`config.mk`:
```
export PLATFORM = sky130hd
export DESIGN_NAME = focus_contrast_ratio_stats
export DESIGN_NICKNAME = d
export VERILOG_FILES = /design/src/fcrs_pkg.sv /design/src/focus_contrast_ratio_stats.sv /design/src/fcrs_ctrl.sv /design/src/fcrs_datapath.sv
export SDC_FILE = /design/constraint.sdc
export NUM_CORES = 2
export LEC_CHECK = 0
export BUFFER_PORTS_ARGS = -buffer_cell sky130_fd_sc_hd__buf_2
export CAP_MARGIN = 30
export CORE_MARGIN = 3
export CORE_UTILIZATION = 40
export DETAILED_ROUTE_END_ITERATION = 6
export SLEW_MARGIN = 20
export SYNTH_ARGS = -nofsm -noshare
export SYNTH_HDL_FRONTEND = slang
export SYNTH_HIERARCHICAL = 1
export SYNTH_SLANG_ARGS = --single-unit
```
`constraint.sdc`:
```
create_clock -name clk -period 11.6 [get_ports clk]
set_input_delay 1.16 -clock clk [delete_from_list [all_inputs] [get_ports clk]]
set_output_delay 1.16 -clock clk [all_outputs]
set_load 0.05 [all_outputs]
```
`src/fcrs_pkg.sv`:
```
// Shared types, constants and helper functions of the focus contrast-ratio statistics block.
`timescale 1ns / 1ps

package fcrs_pkg;

  localparam int PIX_W     = 32;
  localparam int ACC_W     = 40;
  localparam int DIM_W     = 14;
  localparam int CNT_W     = 13;
  localparam int BYTE_W    = 8;
  localparam int SUM_W     = 10;
  localparam int MUL_W     = DIM_W + 2;
  localparam int HIST_D    = 7;
  localparam int CFG_IDX_W = 1;

  localparam logic [CFG_IDX_W-1:0] CFG_FRAME_WIDTH  = 1'b0;
  localparam logic [CFG_IDX_W-1:0] CFG_FRAME_HEIGHT = 1'b1;

  localparam logic [DIM_W-1:0] DIM_MIN      = 14'd16;
  localparam logic [DIM_W-1:0] DIM_MAX      = 14'd8192;
  localparam logic [DIM_W-1:0] WIDTH_RESET  = 14'd640;
  localparam logic [DIM_W-1:0] HEIGHT_RESET = 14'd480;

  localparam logic [ACC_W-1:0] ACC_MAX     = {ACC_W{1'b1}};
  localparam logic [PIX_W-1:0] CENTER_MASK = 32'hFFFF_FF00;
  localparam logic [CNT_W-1:0] HALF_SPAN   = 13'd4;

  // ceil(2^19 / 9); exact floor(v / 9) for every v below 74898.
  localparam logic [31:0] RECIP_9   = 32'd58255;
  localparam int          RECIP_SHR = 19;

  typedef enum logic [2:0] {
    ST_IDLE,
    ST_EVAL,
    ST_DIV,
    ST_ACC,
    ST_EMIT
  } fcrs_state_t;

  typedef struct packed {
    logic capture;
    logic eval;
    logic div_step;
    logic acc_add;
    logic out_load;
  } fcrs_cmd_t;

  typedef struct packed {
    logic ratio_needed;
    logic div_last;
    logic out_free;
  } fcrs_status_t;

  function automatic logic [DIM_W-1:0] clamp_dim(input logic [DIM_W-1:0] v);
    logic [DIM_W-1:0] r;
    r = v;
    if (v < DIM_MIN) begin
      r = DIM_MIN;
    end else if (v > DIM_MAX) begin
      r = DIM_MAX;
    end
    return r;
  endfunction

  function automatic logic [CNT_W-1:0] div9(input logic [MUL_W-1:0] v);
    logic [31:0] prod;
    prod = {16'd0, v} * RECIP_9;
    return prod[RECIP_SHR +: CNT_W];
  endfunction

endpackage

```
`src/focus_contrast_ratio_stats.sv`:
```
// Top level of the focus contrast-ratio statistics block: controller plus datapath.
// A request passes through capture, evaluation, then, when a ratio is formed, the serial
// division and accumulation, and last the load of the output register; the next request
// is accepted only after that load. The serial divider produces one quotient bit per
// cycle. Reset clears counters, history, accumulator, the output register's valid bit
// and restores frame size 640 x 480.
`timescale 1ns / 1ps

module focus_contrast_ratio_stats #(
  parameter int FRACTION_BITS = 8
) (
  input  logic                           clk,
  input  logic                           rst,
  input  logic                           cfg_we,
  input  logic [fcrs_pkg::CFG_IDX_W-1:0] cfg_index,
  input  logic [fcrs_pkg::DIM_W-1:0]     cfg_data,
  input  logic                           in_valid,
  output logic                           in_ready,
  input  logic [fcrs_pkg::PIX_W-1:0]     pixel_word,
  output logic                           out_valid,
  input  logic                           out_ready,
  output logic [fcrs_pkg::PIX_W-1:0]     pixel_out,
  output logic [fcrs_pkg::ACC_W-1:0]     focus_sum,
  output logic                           sum_valid
);
  import fcrs_pkg::*;

  // The controller walks each request through capture, evaluation, an optional
  // serial division with accumulation and the load of the output register. Because
  // the result sits in its own register, the next request is accepted while the
  // previous result still waits to be taken downstream.
  fcrs_cmd_t    cmd;
  fcrs_status_t status;

  fcrs_ctrl u_ctrl (
    .clk      (clk),
    .rst      (rst),
    .in_valid (in_valid),
    .in_ready (in_ready),
    .status   (status),
    .cmd      (cmd)
  );

  // The datapath tracks the pixel position itself, keeps the last seven low
  // bytes for the left and right sums, divides the larger sum by the smaller
  // one and adds the quotient to a saturating 40-bit accumulator, which is
  // reported and cleared on the last pixel of each frame.
  fcrs_datapath #(
    .FRACTION_BITS (FRACTION_BITS)
  ) u_datapath (
    .clk        (clk),
    .rst        (rst),
    .cfg_we     (cfg_we),
    .cfg_index  (cfg_index),
    .cfg_data   (cfg_data),
    .pixel_word (pixel_word),
    .cmd        (cmd),
    .status     (status),
    .out_ready  (out_ready),
    .out_valid  (out_valid),
    .pixel_out  (pixel_out),
    .focus_sum  (focus_sum),
    .sum_valid  (sum_valid)
  );

endmodule

```
`src/fcrs_ctrl.sv`:
```
// Controller state machine sequencing one pixel request through the datapath.
`timescale 1ns / 1ps

module fcrs_ctrl (
  input  logic                  clk,
  input  logic                  rst,
  input  logic                  in_valid,
  output logic                  in_ready,
  input  fcrs_pkg::fcrs_status_t status,
  output fcrs_pkg::fcrs_cmd_t    cmd
);
  import fcrs_pkg::*;

  fcrs_state_t state, state_next;

  always_ff @(posedge clk) begin
    if (rst) begin
      state <= ST_IDLE;
    end else begin
      state <= state_next;
    end
  end

  always_comb begin
    state_next = state;
    cmd        = '0;
    in_ready   = 1'b0;
    unique case (state)
      ST_IDLE: begin
        in_ready = 1'b1;
        if (in_valid) begin
          cmd.capture = 1'b1;
          state_next  = ST_EVAL;
        end
      end
      ST_EVAL: begin
        cmd.eval   = 1'b1;
        state_next = status.ratio_needed ? ST_DIV : ST_EMIT;
      end
      ST_DIV: begin
        cmd.div_step = 1'b1;
        if (status.div_last) begin
          state_next = ST_ACC;
        end
      end
      ST_ACC: begin
        cmd.acc_add = 1'b1;
        state_next  = ST_EMIT;
      end
      ST_EMIT: begin
        if (status.out_free) begin
          cmd.out_load = 1'b1;
          state_next   = ST_IDLE;
        end
      end
      default: begin
        state_next = ST_IDLE;
      end
    endcase
  end

endmodule

```
`src/fcrs_datapath.sv`:
```
// Datapath: counters, low-byte history, window bounds, serial divider, accumulator, output register.
`timescale 1ns / 1ps

module fcrs_datapath #(
  parameter int FRACTION_BITS = 8
) (
  input  logic                             clk,
  input  logic                             rst,
  input  logic                             cfg_we,
  input  logic [fcrs_pkg::CFG_IDX_W-1:0]   cfg_index,
  input  logic [fcrs_pkg::DIM_W-1:0]       cfg_data,
  input  logic [fcrs_pkg::PIX_W-1:0]       pixel_word,
  input  fcrs_pkg::fcrs_cmd_t              cmd,
  output fcrs_pkg::fcrs_status_t           status,
  input  logic                             out_ready,
  output logic                             out_valid,
  output logic [fcrs_pkg::PIX_W-1:0]       pixel_out,
  output logic [fcrs_pkg::ACC_W-1:0]       focus_sum,
  output logic                             sum_valid
);
  import fcrs_pkg::*;

  localparam int QW     = SUM_W + FRACTION_BITS;
  localparam int QCNT_W = $clog2(QW);

  logic [DIM_W-1:0]  frame_width, frame_height;
  logic [DIM_W-1:0]  wc, hc;
  logic [CNT_W-1:0]  col_lo, col_hi, row_lo, row_hi, width_m1, height_m1;
  logic [CNT_W-1:0]  column_count, row_count;
  logic [BYTE_W-1:0] history [HIST_D];
  logic [PIX_W-1:0]  pix;
  logic [ACC_W-1:0]  acc;
  logic              win_flag, last_flag;
  logic [SUM_W-1:0]  rem, divisor;
  logic [QW-1:0]     dvd;
  logic [QCNT_W-1:0] qcnt;

  logic [BYTE_W-1:0] cur;
  logic [SUM_W-1:0]  left_sum, right_sum, big, small_sum;
  logic [CNT_W-1:0]  xm4;
  logic              row_in, col_in, ratio_col, last_col, last;
  logic [SUM_W:0]    rem_sh;
  logic              ge;
  logic [ACC_W:0]    acc_sum;

  // Configuration registers.
  always_ff @(posedge clk) begin
    if (rst) begin
      frame_width  <= WIDTH_RESET;
      frame_height <= HEIGHT_RESET;
    end else if (cfg_we) begin
      if (cfg_index == CFG_FRAME_WIDTH) begin
        frame_width <= cfg_data;
      end else if (cfg_index == CFG_FRAME_HEIGHT) begin
        frame_height <= cfg_data;
      end
    end
  end

  // Window bounds are registered from the clamped configuration and follow it in the next cycle.
  assign wc = clamp_dim(frame_width);
  assign hc = clamp_dim(frame_height);

  always_ff @(posedge clk) begin
    width_m1  <= CNT_W'(wc - DIM_W'(1));
    height_m1 <= CNT_W'(hc - DIM_W'(1));
    col_lo    <= div9({wc, 2'b00});
    col_hi    <= div9({wc, 2'b00} + {2'b00, wc});
    row_lo    <= div9({hc, 2'b00});
    row_hi    <= div9({hc, 2'b00} + {2'b00, hc});
  end

  // Position and window decisions for the captured pixel.
  assign cur       = pix[BYTE_W-1:0];
  assign row_in    = (row_count >= row_lo) && (row_count < row_hi);
  assign col_in    = (column_count >= col_lo) && (column_count < col_hi);
  assign xm4       = column_count - HALF_SPAN;
  assign ratio_col = (column_count >= HALF_SPAN) && (xm4 >= col_lo) && (xm4 < col_hi);
  assign last_col  = column_count >= width_m1;
  assign last      = last_col && (row_count >= height_m1);

  assign left_sum  = SUM_W'(history[3]) + SUM_W'(history[4])
                   + SUM_W'(history[5]) + SUM_W'(history[6]);
  assign right_sum = SUM_W'(history[0]) + SUM_W'(history[1])
                   + SUM_W'(history[2]) + SUM_W'(cur);
  assign big       = (left_sum > right_sum) ? left_sum : right_sum;
  assign small_sum = (left_sum > right_sum) ? right_sum : left_sum;

  // Restoring divider step.
  assign rem_sh = {rem, dvd[QW-1]};
  assign ge     = rem_sh >= {1'b0, divisor};

  assign acc_sum = {1'b0, acc} + (ACC_W + 1)'(dvd);

  assign status.ratio_needed = row_in && ratio_col && (small_sum != '0);
  assign status.div_last     = qcnt == QCNT_W'(QW - 1);
  assign status.out_free     = !out_valid || out_ready;

  always_ff @(posedge clk) begin
    if (cmd.capture) begin
      pix <= pixel_word;
    end
  end

  always_ff @(posedge clk) begin
    if (cmd.eval) begin
      win_flag  <= row_in && col_in;
      last_flag <= last;
      rem       <= '0;
      divisor   <= small_sum;
      dvd       <= QW'(big) << FRACTION_BITS;
      qcnt      <= '0;
    end else if (cmd.div_step) begin
      rem  <= ge ? SUM_W'(rem_sh - {1'b0, divisor}) : SUM_W'(rem_sh);
      dvd  <= {dvd[QW-2:0], ge};
      qcnt <= qcnt + QCNT_W'(1);
    end
  end

  always_ff @(posedge clk) begin
    if (rst) begin
      column_count <= '0;
      row_count    <= '0;
      for (int i = 0; i < HIST_D; i++) begin
        history[i] <= '0;
      end
    end else if (cmd.eval) begin
      history[0] <= cur;
      for (int i = 1; i < HIST_D; i++) begin
        history[i] <= history[i-1];
      end
      if (last) begin
        column_count <= '0;
        row_count    <= '0;
      end else if (last_col) begin
        column_count <= '0;
        row_count    <= row_count + CNT_W'(1);
      end else begin
        column_count <= column_count + CNT_W'(1);
      end
    end
  end

  always_ff @(posedge clk) begin
    if (rst) begin
      acc <= '0;
    end else if (cmd.acc_add) begin
      acc <= acc_sum[ACC_W] ? ACC_MAX : acc_sum[ACC_W-1:0];
    end else if (cmd.out_load && last_flag) begin
      acc <= '0;
    end
  end

  always_ff @(posedge clk) begin
    if (rst) begin
      out_valid <= 1'b0;
    end else if (cmd.out_load) begin
      out_valid <= 1'b1;
    end else if (out_ready) begin
      out_valid <= 1'b0;
    end
  end

  always_ff @(posedge clk) begin
    if (cmd.out_load) begin
      pixel_out <= win_flag ? (pix & CENTER_MASK) : pix;
      focus_sum <= last_flag ? acc : '0;
      sum_valid <= last_flag;
    end
  end

endmodule

```
==> summary.md <==
| Metric | Value |
|---|---|
| Internal power | 5.54 mW |
| Outcome | finished clean |
| Final min period | 9430 ps |
| Post-Syn Instances | 3501 |
| Mapped cell area | 35400 um2 |
| Worst Setup End Kind | flop |
| Synth unique cells | 89 |
| Detailed-route via count | 23771 |
| Sequential share of power | 17.0% |
| Peak supply drop | 0.225 mV |
| Largest net degree at the start of global routing | 76 |
| Leakage Power | 19.3 nW |
| Critical path class | reg -> reg |
| Post-route insts no fill | 4819 |
| Yosys warns | 6 |
| Ratio of cells with drive above 1 in the final layout | 7.12% |
| # diodes | 0 |
| HPWL after detailed placement | 63600 um |
| Grt ovf | 0 |
| Mapped Nets | 4507 |
| GRT Max-Usage Layer | met2 |
| IO Count | 127 |
| Max cap viols | 0 |
| Met1 GRT Util | 23.2% |
| Vias in the first global route | 24281 |
| Setup crit start kind | flop |
| RSZ-0062 raised after global routing | no |
| Max FO, Critical Path | 12 |
| P_sw | 4.66 mW |
| Worst slew margin | 38.3% |
| Combinational fraction of design power | 68.6% |
| Most frequent cells in the layout | 658 x ha_1, 613 x inv_1, 296 x fa_1 |
| Max-slew violation count | 0 |
| Filler cell count | 8305 |
| Hold-fix buffers, CTS | 0 |
| Power Density | 262 nW/um2 |
| Starting Density | 40.6% |
| Number of enable flip-flop cells after synthesis | 183 |
| Maximum clock frequency | 0.106 GHz |
| Input/output buffers | 126 |
| Die X | 303 um |
| Synth async-reset ratio | 0% |
| CTS tree | built |
| Post-CTS setup buffer count | 0 |
| Delay of the slowest critical-path stage | 550 ps |
| Total Wirelength | 76400 um |
| Req. time, crit path | 12100 ps |
| FF+latch count, synth | 382 |
| Final worst-path cycle share | 81.3% |
| Crit-path most repeated cell | fa_1 |
| Placed Instances | 4731 |
| Iter 0 DRT Violations | 1148 |
| Clock sinks | 382 |
| DRT antenna net count | 0 |
| CP arrival | 9930 ps |
| GRT Util Overall | 16.9% |
| Die area | 92000 um2 |
| Worst Hold Class | reg -> reg |
| First-pass GRT wire length | 126000 um |
| Commonest non-fill, non-tap cell in the layout | ha_1 |
| Synth-to-layout area growth | 10.0% |
| Routability Congestion | 0.930 |
| Clock buffer depth | 3 |
| Syn avg cell area | 10.1 um2 |
| Slowest-stage cell, CP | fa_1 |
| GR Util met2 | 28.6% |
| # resized after CTS | 0 |
| Setup TNS | 0 ps |
| DRC Markers | 0 |
| Clk pwr share | 14.4% |
| Clk_lat worst skew | 570 ps |
| Post-synthesis sequential area ratio | 26.8% |
| Vias/cell | 4.93 |
| Initial antenna violation count | 0 |
| Die height | 303 um |
| Sw Share | 45.7% |
| Clock transition at path regs | 60 ps |
| Core Area | 87200 um2 |
| Primary FF master, synth | dfxtp_1 |
| First-pass iteration count of the detailed router | 7 |
| Slew @ Worst Pin | 924 ps |
| TritonCTS Buffers | 45 |
| Worst Skew | 12.9 ps |
| Post-DR wirelength/cell | 15.9 um |
| NumNets Final | 4633 |
| # rows | 108 |
| Final Hold Vio Count | 0 |
| # setup viols final | 0 |
| Clock root buffer | clkbuf_16 |
| # H-tree levels | 2 |
| M3 GR Usage | 1.78% |
-- layout make-up --
| class | instances | area, um2 | share of cell area (%) |
|---|---|---|---|
| sequential | 382 | 9480 | 24.4 |
| multi-input combinational | 2440 | 23300 | 59.9 |
| inverter | 613 | 2300 | 5.92 |
| tap | 1155 | 1450 | 3.72 |
| timing repair buffer | 145 | 825 | 2.12 |
| clock buffer | 57 | 1190 | 3.06 |
| clock inverter | 27 | 345 | 0.888 |
-- worst paths after layout --
kind                              end                       from  cells after the start  slack (ps)
max reg2reg     u_datapath/col_hi[11]  u_datapath/frame_width[5]                     34        2170
min reg2reg  u_datapath/pixel_out[14]         u_datapath/pix[14]                      0         420
max             u_datapath/col_hi[11]  u_datapath/frame_width[5]                     34        2170
min          u_datapath/pixel_out[14]         u_datapath/pix[14]                      0         420
-- registers in the layout (all words and copies together) (netlist names), 14 cells and up --
| register | flops |
|---|---|
| u_datapath/history | 56 |
| u_datapath/pix | 32 |
| u_datapath/focus_sum | 40 |
| u_datapath/frame_height | 14 |
| u_datapath/dvd | 18 |
| u_datapath/pixel_out | 32 |
| u_datapath/acc | 40 |
| u_datapath/frame_width | 14 |
-- power by group through the flow --
stage | Clock (mW) | Sequential (mW) | Combinational [mW]
after floorplan | 0 | 1.79 | 5.27
after global placement | 0 | 1.76 | 6.98
after detailed placement | 0 | 1.76 | 7.01
after CTS | 1.51 | 1.74 | 7.09
after global routing | 1.56 | 1.75 | 8.18
final | 1.47 | 1.73 | 7.00
-- Yosys cell counts (8+ instances only) --
cell type,instances,area [um2]
a211oi_1,23,173
a21boi_0,8,60.1
a21o_1,73,548
a21oi_1,152,761
a22o_1,18,158
a31oi_1,19,119
and2_1,99,619
and3_1,12,75.1
and4_1,8,70.1
clkbuf_1,57,214
dfxtp_1,199,3980
edfxtp_1,183,5500
fa_1,296,5930
ha_1,658,8230
inv_1,613,2300
mux2_2,11,124
mux2i_1,13,130
nand2_1,198,743
nand2b_1,26,163
nand3_1,44,220
nand3b_1,10,75.1
nand4_1,34,213
nor2_1,150,563
nor2b_1,45,282
nor3_1,49,245
nor4_1,13,81.3
o211ai_1,16,120
o21a_1,29,218
o21ai_0,113,566
o21bai_1,17,128
or2_2,8,50.1
or4_1,10,75.1
xnor2_1,127,1110
xor2_1,46,403
-- worst max-delay path, delay by kind of cell (launching register included) --
kind | cells | cell delay (ps)
AOI/OAI and AO/OA | 12 | 2620
xor gates and xnor gates | 2 | 530
adders and majority gates | 9 | 4090
buffers and inverters | 5 | 530
DFF | 1 | 340
and+or+nand+nor | 6 | 1250
-- stage by stage --
stage | hold WS (ps) | setup slack, ps | utilization [%] | power [mW] | cell area, um2
floorplan | 400 | 3250 | - | 7.05 | 35400
CTS | 418 | 2190 | 44.5 | 10.3 | 38800
global placement | 401 | 2460 | 42.8 | 8.74 | 37300
detailed placement | 405 | 2200 | 42.8 | 8.77 | 37300
global route | 425 | 1380 | 44.6 | 11.5 | 38900
finish | 417 | 2170 | 44.6 | 10.2 | 38900
-- layer usage --
metal  vias up  part of all wire (%)
li1      12045                     -
met1     11264                    48
met2       376                    47
met3        86                   3.3
met4         0                   2.5
met5         -                     0
-- logic make-up after synthesis --
logic type / Yosys count / synth area share [%]
compound gates: 553 / 10.2
xor+xnor: 173 / 4.29
fa+ha+maj: 955 / 40.1
buf+inv: 679 / 7.31
flops: 382 / 26.8
mux: 25 / 0.761
simple gates: 734 / 10.5
No activity file was read; power rests on OpenSTA's default activity.
